File: config.mk
export PLATFORM = sky130hd
export DESIGN_NAME = partial_ipv4_address_parser_top
export DESIGN_NICKNAME = d
export VERILOG_FILES = /design/src/hw/rtl/ipap_pkg.sv /design/src/hw/rtl/ipap_front.sv /design/src/hw/rtl/ipap_queue.sv /design/src/hw/rtl/ipap_back.sv /design/src/hw/rtl/partial_ipv4_address_parser_top.sv
export SDC_FILE = /design/constraint.sdc
export NUM_CORES = 1
export LEC_CHECK = 0
export BUFFER_PORTS_ARGS = -buffer_cell sky130_fd_sc_hd__buf_2
export CORE_MARGIN = 5
export CORE_UTILIZATION = 58
export DETAILED_ROUTE_END_ITERATION = 12
export PLACE_DENSITY = 0.83
export SYNTH_ARGS = -nofsm -noshare
export SYNTH_HDL_FRONTEND = slang
export SYNTH_SLANG_ARGS = --single-unit
export TNS_END_PERCENT = 20
File: constraint.sdc
create_clock -name clk -period 6.8 [get_ports clk]
set_input_delay 1.02 -clock clk [delete_from_list [all_inputs] [get_ports clk]]
set_output_delay 1.02 -clock clk [all_outputs]
set_load 0.01 [all_outputs]
File: src/hw/rtl/ipap_pkg.sv
// ----------------------------------------------------------------------------
// ipap_pkg
// Shared types and constants for the partial IPv4 address parser.
// ----------------------------------------------------------------------------
package ipap_pkg;

  // Character codes
  localparam logic [7:0] CH_END   = 8'h00;
  localparam logic [7:0] CH_ZERO  = 8'h30;
  localparam logic [7:0] CH_NINE  = 8'h39;
  localparam logic [7:0] CH_DOT   = 8'h2E;
  localparam logic [7:0] CH_COLON = 8'h3A;

  // Group limits
  localparam logic [9:0] OCTET_MAX  = 10'd255;
  localparam logic [2:0] DIGITS_MAX = 3'd3;
  localparam logic [2:0] GROUPS_MAX = 3'd4;

  // Configuration registers
  localparam int unsigned ADDR_W = 3;
  localparam logic REG_LOCAL_ADDR   = 1'b0;
  localparam logic REG_DEFAULT_PORT = 1'b1;
  localparam logic [15:0] DEFAULT_PORT_RESET = 16'd26900;

  // Token queue between front and back
  localparam int unsigned QUEUE_DEPTH = 4;
  localparam int unsigned QPTR_W      = $clog2(QUEUE_DEPTH);

  typedef enum logic [2:0] {
    TK_DIGIT,
    TK_DOT,
    TK_COLON,
    TK_END,
    TK_OTHER
  } tok_kind_t;

  typedef struct packed {
    tok_kind_t   kind;
    logic [3:0]  digit;
  } token_t;

endpackage

File: src/hw/rtl/ipap_front.sv
// ----------------------------------------------------------------------------
// ipap_front
// Classifies each incoming character into a token for the back end.
// ----------------------------------------------------------------------------
module ipap_front (
  input  logic                 in_valid,
  input  logic [7:0]           ch,
  input  logic                 q_full,
  output logic                 in_ready,
  output logic                 push,
  output ipap_pkg::token_t     push_token
);

  logic       is_digit;
  logic [7:0] digit_full;

  // Accept whenever the queue has room
  assign in_ready = !q_full;
  assign push     = in_valid && !q_full;

  // Character class
  assign is_digit   = (ch >= ipap_pkg::CH_ZERO) && (ch <= ipap_pkg::CH_NINE);
  assign digit_full = ch - ipap_pkg::CH_ZERO;

  always_comb begin
    push_token.digit = is_digit ? digit_full[3:0] : 4'd0;
    if (ch == ipap_pkg::CH_END) begin
      push_token.kind = ipap_pkg::TK_END;
    end else if (is_digit) begin
      push_token.kind = ipap_pkg::TK_DIGIT;
    end else if (ch == ipap_pkg::CH_DOT) begin
      push_token.kind = ipap_pkg::TK_DOT;
    end else if (ch == ipap_pkg::CH_COLON) begin
      push_token.kind = ipap_pkg::TK_COLON;
    end else begin
      push_token.kind = ipap_pkg::TK_OTHER;
    end
  end

endmodule

File: src/hw/rtl/ipap_queue.sv
// ----------------------------------------------------------------------------
// ipap_queue
// Short token queue decoupling the classifier from the parser.
// ----------------------------------------------------------------------------
module ipap_queue (
  input  logic                 clk,
  input  logic                 rst,
  input  logic                 push,
  input  ipap_pkg::token_t     push_token,
  input  logic                 pop,
  output logic                 q_full,
  output logic                 q_valid,
  output ipap_pkg::token_t     q_token
);

  localparam logic [ipap_pkg::QPTR_W:0] DEPTH_CNT = (ipap_pkg::QPTR_W + 1)'(ipap_pkg::QUEUE_DEPTH);

  ipap_pkg::token_t              mem [ipap_pkg::QUEUE_DEPTH];
  logic [ipap_pkg::QPTR_W-1:0]   wr_ptr;
  logic [ipap_pkg::QPTR_W-1:0]   rd_ptr;
  logic [ipap_pkg::QPTR_W:0]     count;

  assign q_full  = (count == DEPTH_CNT);
  assign q_valid = (count != '0);
  assign q_token = mem[rd_ptr];

  // Storage, no reset needed
  always_ff @(posedge clk) begin
    if (push) begin
      mem[wr_ptr] <= push_token;
    end
  end

  // Pointers and fill count
  always_ff @(posedge clk) begin
    if (rst) begin
      wr_ptr <= '0;
      rd_ptr <= '0;
      count  <= '0;
    end else begin
      if (push) begin
        wr_ptr <= wr_ptr + 1'b1;
      end
      if (pop) begin
        rd_ptr <= rd_ptr + 1'b1;
      end
      if (push && !pop) begin
        count <= count + 1'b1;
      end else if (pop && !push) begin
        count <= count - 1'b1;
      end
    end
  end

endmodule

File: src/hw/rtl/ipap_back.sv
// ----------------------------------------------------------------------------
// ipap_back
// Runs the parse state on tokens and registers one result word per string.
// ----------------------------------------------------------------------------
module ipap_back (
  input  logic                 clk,
  input  logic                 rst,
  input  logic                 q_valid,
  input  ipap_pkg::token_t     q_token,
  output logic                 pop,
  input  logic [31:0]          local_addr,
  input  logic [15:0]          default_port,
  output logic                 out_valid,
  input  logic                 out_ready,
  output logic                 status,
  output logic [31:0]          address,
  output logic [15:0]          port
);

  typedef enum logic [1:0] {
    PH_OCTET,
    PH_PORT,
    PH_DONE,
    PH_ERROR
  } phase_t;

  phase_t      phase, phase_next;
  logic        at_start, at_start_next;
  logic [9:0]  group_value, group_value_next;
  logic [2:0]  digit_run, digit_run_next;
  logic [2:0]  group_count, group_count_next;
  logic [31:0] parsed_addr, parsed_addr_next;
  logic [15:0] port_accum, port_accum_next;
  logic        has_port, has_port_next;

  logic        is_end;
  logic        skip;
  logic        group_bad;
  logic [2:0]  group_closed_cnt;
  logic [31:0] group_closed_addr;
  logic [9:0]  group_digit;
  logic [15:0] port_digit;
  logic        res_status;
  logic [31:0] res_addr;
  logic [15:0] res_port;
  logic [31:0] mask;
  logic [2:0]  end_count;
  logic [31:0] end_parsed;

  // Pop unless an end token would overwrite a result still waiting
  assign is_end = (q_token.kind == ipap_pkg::TK_END);
  assign pop    = q_valid && !(is_end && out_valid && !out_ready);

  // Closing the current group
  assign group_bad         = (group_value > ipap_pkg::OCTET_MAX);
  assign group_closed_cnt  = (group_count < ipap_pkg::GROUPS_MAX) ? group_count + 3'd1
                                                                  : group_count;
  assign group_closed_addr = {parsed_addr[23:0], group_value[7:0]};

  // Decimal accumulate, times ten by shifts
  assign group_digit = (group_value << 3) + (group_value << 1) + {6'd0, q_token.digit};
  assign port_digit  = (port_accum << 3) + (port_accum << 1) + {12'd0, q_token.digit};

  assign skip = at_start && (q_token.kind == ipap_pkg::TK_DOT);

  // Next parse state for a non-end token
  always_comb begin
    phase_next       = phase;
    at_start_next    = 1'b0;
    group_value_next = group_value;
    digit_run_next   = digit_run;
    group_count_next = group_count;
    parsed_addr_next = parsed_addr;
    port_accum_next  = port_accum;
    has_port_next    = has_port;
    if (!skip) begin
      case (phase)
        PH_OCTET: begin
          case (q_token.kind)
            ipap_pkg::TK_DIGIT: begin
              if (digit_run >= ipap_pkg::DIGITS_MAX) begin
                phase_next = PH_ERROR;
              end else begin
                digit_run_next   = digit_run + 3'd1;
                group_value_next = group_digit;
              end
            end
            ipap_pkg::TK_DOT, ipap_pkg::TK_COLON: begin
              if (group_bad) begin
                phase_next = PH_ERROR;
              end else begin
                parsed_addr_next = group_closed_addr;
                group_count_next = group_closed_cnt;
                group_value_next = '0;
                digit_run_next   = '0;
                if (q_token.kind == ipap_pkg::TK_COLON) begin
                  has_port_next   = 1'b1;
                  port_accum_next = '0;
                  phase_next      = PH_PORT;
                end
              end
            end
            default: begin
              phase_next = PH_ERROR;
            end
          endcase
        end
        PH_PORT: begin
          if (q_token.kind == ipap_pkg::TK_DIGIT) begin
            port_accum_next = port_digit;
          end else begin
            phase_next = PH_DONE;
          end
        end
        default: begin
        end
      endcase
    end
  end

  // Result for an end token
  always_comb begin
    end_count  = (phase == PH_OCTET) ? group_closed_cnt : group_count;
    end_parsed = (phase == PH_OCTET) ? group_closed_addr : parsed_addr;
    case (end_count)
      3'd0:    mask = 32'hFFFF_FFFF;
      3'd1:    mask = 32'hFFFF_FF00;
      3'd2:    mask = 32'hFFFF_0000;
      3'd3:    mask = 32'hFF00_0000;
      default: mask = 32'h0000_0000;
    endcase
    res_status = (phase == PH_ERROR) || ((phase == PH_OCTET) && group_bad);
    res_addr   = res_status ? 32'd0 : ((local_addr & mask) | end_parsed);
    res_port   = res_status ? 16'd0 : (has_port ? port_accum : default_port);
  end

  // Parse state
  always_ff @(posedge clk) begin
    if (rst) begin
      phase       <= PH_OCTET;
      at_start    <= 1'b1;
      group_value <= '0;
      digit_run   <= '0;
      group_count <= '0;
      parsed_addr <= '0;
      port_accum  <= '0;
      has_port    <= 1'b0;
    end else if (pop) begin
      if (is_end) begin
        phase       <= PH_OCTET;
        at_start    <= 1'b1;
        group_value <= '0;
        digit_run   <= '0;
        group_count <= '0;
        parsed_addr <= '0;
        port_accum  <= '0;
        has_port    <= 1'b0;
      end else begin
        phase       <= phase_next;
        at_start    <= at_start_next;
        group_value <= group_value_next;
        digit_run   <= digit_run_next;
        group_count <= group_count_next;
        parsed_addr <= parsed_addr_next;
        port_accum  <= port_accum_next;
        has_port    <= has_port_next;
      end
    end
  end

  // Output word register
  always_ff @(posedge clk) begin
    if (rst) begin
      out_valid <= 1'b0;
    end else if (pop && is_end) begin
      out_valid <= 1'b1;
    end else if (out_ready) begin
      out_valid <= 1'b0;
    end
  end

  always_ff @(posedge clk) begin
    if (pop && is_end) begin
      status  <= res_status;
      address <= res_addr;
      port    <= res_port;
    end
  end

endmodule

File: src/hw/rtl/partial_ipv4_address_parser_top.sv
// ----------------------------------------------------------------------------
// partial_ipv4_address_parser_top
// Parses dotted-decimal IPv4 text with optional port, one character a word.
// ----------------------------------------------------------------------------
//  channel  handshake            payload
//  input    in_valid/in_ready    ch
//  output   out_valid/out_ready  status, address, port
//  config   APB psel/penable     paddr, pwdata, prdata
//
// One character per cycle while the queue has room; the classifier feeds a
// 4-word token queue and the parser retires one token a cycle; an output stall
// blocks it only at an end token, and the queue absorbs the characters behind
// it. With the queue empty, an end character is queued, then sets out_valid.
// Reset (rst, synchronous) clears the queue, parse state and registers.
// ----------------------------------------------------------------------------
module partial_ipv4_address_parser_top (
  input  logic                          clk,
  input  logic                          rst,
  input  logic                          psel,
  input  logic                          penable,
  input  logic                          pwrite,
  input  logic [ipap_pkg::ADDR_W-1:0]   paddr,
  input  logic [31:0]                   pwdata,
  output logic [31:0]                   prdata,
  output logic                          pready,
  input  logic                          in_valid,
  output logic                          in_ready,
  input  logic [7:0]                    ch,
  output logic                          out_valid,
  input  logic                          out_ready,
  output logic                          status,
  output logic [31:0]                   address,
  output logic [15:0]                   port
);

  logic [31:0]       local_addr;
  logic [15:0]       default_port;
  logic              wr_en;
  logic              q_full;
  logic              q_valid;
  logic              push;
  logic              pop;
  ipap_pkg::token_t  push_token;
  ipap_pkg::token_t  q_token;

  // Configuration registers
  assign pready = 1'b1;
  assign wr_en  = psel && penable && pwrite && pready;

  always_ff @(posedge clk) begin
    if (rst) begin
      local_addr   <= '0;
      default_port <= ipap_pkg::DEFAULT_PORT_RESET;
    end else if (wr_en) begin
      case (paddr[2])
        ipap_pkg::REG_LOCAL_ADDR:   local_addr   <= pwdata;
        ipap_pkg::REG_DEFAULT_PORT: default_port <= pwdata[15:0];
        default: begin
        end
      endcase
    end
  end

  always_comb begin
    case (paddr[2])
      ipap_pkg::REG_LOCAL_ADDR:   prdata = local_addr;
      ipap_pkg::REG_DEFAULT_PORT: prdata = {16'd0, default_port};
      default:                    prdata = '0;
    endcase
  end

  // Front: classify characters
  ipap_front u_front (
    .in_valid   (in_valid),
    .ch         (ch),
    .q_full     (q_full),
    .in_ready   (in_ready),
    .push       (push),
    .push_token (push_token)
  );

  // Token queue
  ipap_queue u_queue (
    .clk        (clk),
    .rst        (rst),
    .push       (push),
    .push_token (push_token),
    .pop        (pop),
    .q_full     (q_full),
    .q_valid    (q_valid),
    .q_token    (q_token)
  );

  // Back: parse and emit
  ipap_back u_back (
    .clk          (clk),
    .rst          (rst),
    .q_valid      (q_valid),
    .q_token      (q_token),
    .pop          (pop),
    .local_addr   (local_addr),
    .default_port (default_port),
    .out_valid    (out_valid),
    .out_ready    (out_ready),
    .status       (status),
    .address      (address),
    .port         (port)
  );

endmodule

* Yosys cells after proc, flatten, opt, wreduce, memory -nomap -nowiden
Memories as Yosys holds them, arrays and structs flattened. A register that Yosys moved wholly into a read port is not among the register bits. Cells that the tools add are included.
Storage, ports and cells: register bits 173, latch bits 0, memory bits (writable) 28, memory bits (read-only) 0, input port bits 50, output and inout bits 84, logic and storage cells 160, memories kept 1
Memories:
- u_queue.mem | depth 4, bits a word 7, read ports 1, clocked after memory_dff 1, write ports 1, line ipap_queue.sv:18 | ipap_pkg::token_t mem [ipap_pkg::QUEUE_DEPTH];
Operators by class: add/subtract/negate cells 11, multiply operators 0, divide/modulo/power cells 0, $lt $le $gt $ge 5, equality and inequality tests 22, shift operators 0, mux-type cells 63, bitwise gates (word level) 3, reduce and logical (&&, ||, !) cells 38
Operators by type and width (count):
- $mux W32 | 6
- $pmux W32 S4 | 1
- $mux W16 | 7
- $pmux W32 S2 | 1
- $mux W3 | 18
- $mux W10 | 5
- $and A32 B32 Y32 | 1
- $or A32 B32 Y32 | 1
- $pmux W16 S2 | 1
- $pmux W10 S2 | 1
- $reduce_and A6 Y1 | 3
- $add A16 B16 Y16 | 1
- $add A16 B4 Y16 | 1
- $eq A8 B6 Y1 const B | 2
- $mux W2 | 8
- $ne A3 B2 Y1 const B | 5
- $eq A3 B2 Y1 const B | 4
- $logic_and A1 B1 Y1 | 12
- $mux W1 | 11
- $add A10 B10 Y10 | 1
- $add A10 B4 Y10 | 1
- $gt A10 B8 Y1 const B | 1
- $reduce_bool A2 Y1 | 5
- $add A3 B1 Y3 const B | 3
- other kinds (29) | 42

* Logic depth before layout (Yosys ltp)
depth in word-level cells 8, depth in mapped cells 12, depth with buffers taken out 11

* Cells and area by module
From an unflattened synthesis, not the netlist that was laid out.
Second synthesis, totals: cells, all modules 1020, area total of the unflattened synthesis 10242.3 um^2
Modules (own cells, without submodules):
- ipap_back | times used 1, cells an instance 683, area each 6271.0 um^2, sequential area each 2852.7 um^2
- partial_ipv4_address_parser_top | times used 1, cells an instance 236, area each 2392.3 um^2, sequential area each 960.9 um^2
- ipap_queue | times used 1, cells an instance 81, area each 1443.9 um^2, sequential area each 1021.0 um^2
- ipap_front | times used 1, cells an instance 20, area each 135.1 um^2, sequential area each 0.0 um^2

* Worst setup path before layout
No wires, ideal clock.
kind register to register, from register with a tool-made name, to register u_back.address[0] (enable), setup time 0.521 ns, arrival time 4.744 ns, data required time 6.279 ns, slack 1.535 ns, cell stages (with the launch flop) 5, path buffers 1, period minus slack after synthesis 5.265 ns, path through dfxtp_1 buf_6 mux4_2 nand3b_1 nor3_1
RTL lines:
- to (signal assigned) | line ipap_back.sv:185 | address <= res_addr;
- to (decl) | line ipap_back.sv:16 | output logic [31:0] address,

==> results by group <==
Outcome
  – Outcome: finished clean

Synthesis
  – Register area share after synthesis: 0.488
  – Area leader, netlist: sky130_fd_sc_hd__dfxtp_1
  – Cell count after synthesis: 1064
  – Synthesized area: 9910 sq um
  – Post-synthesis async set-or-reset flop share: 0
  – Fraction of synthesized cell area taken by the top area cell type: 0.255
  – Distinct cells, synth: 61
  – Post-synthesis net count: 1167
  – Top cells by instance count after synthesis: sky130_fd_sc_hd__nand2_1, sky130_fd_sc_hd__dfxtp_1, sky130_fd_sc_hd__a21oi_1
  – Number of flip-flops and latches in the synthesized netlist: 203
  – Prevailing post-synth register cell: sky130_fd_sc_hd__dfxtp_1
  – Number of enable flip-flop cells after synthesis: 77
  – Leading cell types by total area after synthesis: sky130_fd_sc_hd__dfxtp_1, sky130_fd_sc_hd__edfxtp_1, sky130_fd_sc_hd__nand2_1
  – Number of warning messages in the yosys log: 0
  – Top-count cell post-synth: sky130_fd_sc_hd__nand2_1
  – Avg Cell Area, Syn: 9.31 sq um

Power and ir drop
  – Net Sw Frac: 0.325
  – Clock group share of total power: 0.347
  – Maximum vdd ir drop: 0.316 mV
  – Cell internal pwr: 2.36 mW
  – P per Cell Area: 307 nW/um^2
  – Static leakage power: 4.44 nW
  – Logic gate share of total power: 0.236
  – Share of power burned in registers: 0.416
  – Net switching power of the design: 1.14 mW

GRT
  – Antenna violations before repair: 0
  – Vias in the first global route: 8072
  – GRT Residual Overflow: 0
  – Largest net degree at the start of global routing: 76
  – Wire length of the first global-routing pass: 41200 um
  – Total GRT Usage: 0.253

Setup path
  – Arrival time at the worst endpoint: 4.12 ns
  – CP Launch Type: register
  – Critical setup path kind: reg -> reg
  – Max Fanout on Critical Path: 7
  – Count of cells along the worst register-to-register path: 10
  – WP data required: 7.19 ns
  – Critical path cell sequence: mux4_2, ha_1, ha_1, fa_1, a211oi_1, o21ai_0, o311a_1, nor4_1, nor2_1, a41o_1
  – Highest-delay cell along the critical path: sky130_fd_sc_hd__dfxtp_1
  – Reg2reg end: u_back.port_accum[14]$_SDFFE_PP0P_
  – Most common cell on crit path: sky130_fd_sc_hd__ha_1
  – Delay contributed by the slowest stage of the critical path: 0.62 ns
  – Setup slack, reg-to-reg: 3.07 ns
  – Endpoint type of the worst setup path: register

Routing
  – Routed wire length: 25700 um
  – Total routed wire length on the met1 layer: 10600 um
  – Metal2 WL: 12300 um
  – Routed length per placed instance: 18.4 um
  – Drc violations: 0
  – Number of DRC violations after detailed-routing iteration 0: 846
  – Via density: 5.94
  – Routed length on met3: 2160 um
  – Total number of vias: 8290
  – Top routing layer in use: met4
  – Number of detailed-route iterations in the first pass: 5
  – Number of routed nets with antenna violations: 0

Cells and area
  – Number of nets in the layout: 1263
  – Area Growth Syn to Fin: 14.9%
  – Antenna diodes: 0
  – Share of final-layout standard cells stronger than drive strength 1: 0.179

Die
  – Die height: 141 um
  – Core ar.: 16700 sq um
  – Placement row count: 47
  – DIE AREA: 19800 sq um
  – Die span in x: 141 um
  – Starting density of the core: 0.593
  – IO Pins: 134

Worst hold path
  – Cell depth of the worst hold path: 2
  – Path class of the lowest-slack min-delay path: reg -> reg
  – Startpoint of the most critical hold path: u_back.parsed_addr[24]$_SDFFE_PP0P_
  – Min-Delay Endpoint: u_back.parsed_addr[24]$_SDFFE_PP0P_

Timing
  – Max Clock Freq: 268 MHz
  – Max-slew violation count: 0
  – Worst hold slack after final layout: 0.454 ns
  – Minimum setup slack in the final design: 3.07 ns
  – Minimum period implied by the final worst setup slack: 3.73 ns
  – Tcrit/Tclk final: 0.548
  – Fin Clk Skew: 0.0142 ns
  – RSZ-0062 raised after global routing: no
  – Final setup violation count: 0
  – Max-slew headroom at the worst pin: 0.218
  – Slew at the pin closest to its max-slew limit: 1.17 ns
  – Count of endpoints failing hold in the final timing report: 0
  – Sum of negative setup slack: 0 ns

Clock network
  – Clock sink total: 203
  – Hold-fix buffer count after cts: 0
  – Number of CTS-inserted buffers: 22
  – Count of instances resized after the clock tree is built: 0
  – Maximum buffer depth of the clock tree: 3
  – Post-CTS Repair Setup Buffers: 0
  – CTS tree: done
  – Clock latency on the worst-skew pair: 0.51 ns
  – Level count of the clock H-tree: 1
  – Clock slew seen by the registers of the worst setup and hold paths: 0.06 ns
  – Root Driver: sky130_fd_sc_hd__clkbuf_16

Placement
  – Post-DP HPWL: 16900 um
  – Number of buffer cells added on primary ports: 130
  – Worst-case setup slack after placement: 3.04 ns
  – GPL Wtd Cong: 0.880

Job
  – Max-cap viol count: 0
-- per-layer routing --
| metal | vias to the layer above | GRT usage |
|---|---|---|
| li1 | 3907 | - |
| met1 | 3941 | 0.336 |
| met2 | 383 | 0.428 |
| met3 | 59 | 0.0396 |
| met4 | 0 | 0.0775 |
| met5 | - | 0 |
-- per-stage QoR --
stage / area [sq um] / std cells / power [mW] / utilization
after CTS: 11400 / 1396 / 3.50 / 0.682
after floorplan: 9910 / 1064 / 2.08 / -
after global routing: 11400 / 1396 / 3.66 / 0.682
after detailed placement: 10600 / 1356 / 2.30 / 0.638
final: 11400 / 1396 / 3.50 / 0.682
after global placement: 10600 / 1356 / 2.27 / 0.638
-- how the worst max path moves through the flow --
stage | startpoint | to | cells after the start
final | register | u_back.port_accum[14]$_SDFFE_PP0P_ | 10
after global placement | register | u_back.port_accum[14]$_SDFFE_PP0P_ | 10
after detailed placement | register | u_back.port_accum[14]$_SDFFE_PP0P_ | 10
after CTS | register | u_back.port_accum[14]$_SDFFE_PP0P_ | 10
after floorplan | register | u_back.address[0]$_SDFFCE_PP0P_ | 4
after global routing | register | u_back.port_accum[14]$_SDFFE_PP0P_ | 10
-- power by group through the flow --
stage	Combinational, mW	Clock (mW)	Sequential [mW]
2_1_floorplan	0.638	0	1.45
6_report	0.828	1.22	1.46
5_1_grt	0.907	1.28	1.47
3_3_place_gp	0.795	0	1.48
4_1_cts	0.819	1.22	1.46
3_5_place_dp	0.814	0	1.48
-- registers in the layout, indices dropped and copies added, names as in the netlist, named ones only --
register / flops
u_back.port_accum: 16
u_queue.wr_ptr: 2
default_port: 16
u_back.address: 32
u_back.parsed_addr: 32
u_back.port: 16
u_back.group_value: 10
u_queue.rd_ptr: 2
u_queue.mem: 28
local_addr: 32
u_back.digit_run: 3
u_back.group_count: 3
u_queue.count: 3
u_back.phase: 2
u_back.status: 1
u_back.at_start: 1
u_back.out_valid: 1
u_back.has_port: 1
-- critical path, delay by kind of cell (launching register included) --
| family | cells | cell delay [ns] |
|---|---|---|
| AOI/OAI and AO/OA | 4 | 1.10 |
| adders and majority gates | 3 | 0.97 |
| DFF | 1 | 0.62 |
| muxes | 1 | 0.62 |
| and+or+nand+nor | 2 | 0.30 |
-- layout make-up --
type	count	area, sq um
Clock buffer	28	593
Timing Repair Buffer	139	721
Sequential cell	203	4830
Tap cell	220	275
Multi-Input combinational cell	770	4730
Inverter	24	90.1
Clock inverter	12	148
Fill cell	1273	5310
-- cell families after synthesis --
family	Yosys count	share of synthesized area
AOI/OAI and AO/OA	205	0.126
xor gates and xnor gates	27	0.0239
adders and majority gates	53	0.0707
buffers and inverters	91	0.0381
DFF	203	0.488
muxes	42	0.0533
other	1	0.000378
and+or+nand+nor	442	0.200
-- layout by cell type, fill, tap and decap left out, types with 7 or more instances in the layout --
cell	n
sky130_fd_sc_hd__nor3_1	10
sky130_fd_sc_hd__buf_2	129
sky130_fd_sc_hd__mux2_2	16
sky130_fd_sc_hd__nand2b_1	23
sky130_fd_sc_hd__buf_4	10
sky130_fd_sc_hd__nor2b_1	20
sky130_fd_sc_hd__xnor2_1	20
sky130_fd_sc_hd__nand3b_1	9
sky130_fd_sc_hd__o21ai_0	27
sky130_fd_sc_hd__a31oi_1	33
sky130_fd_sc_hd__mux4_2	7
sky130_fd_sc_hd__dfxtp_1	126
sky130_fd_sc_hd__clkbuf_16	22
sky130_fd_sc_hd__ha_1	48
sky130_fd_sc_hd__a21o_1	10
sky130_fd_sc_hd__nor2_1	49
sky130_fd_sc_hd__edfxtp_1	77
sky130_fd_sc_hd__inv_1	24
sky130_fd_sc_hd__mux2i_1	19
sky130_fd_sc_hd__nand2_1	240
sky130_fd_sc_hd__a21oi_1	92
sky130_fd_sc_hd__xor2_1	7
sky130_fd_sc_hd__nand3_1	59
Note: power is estimated with default switching activity, not from simulation.
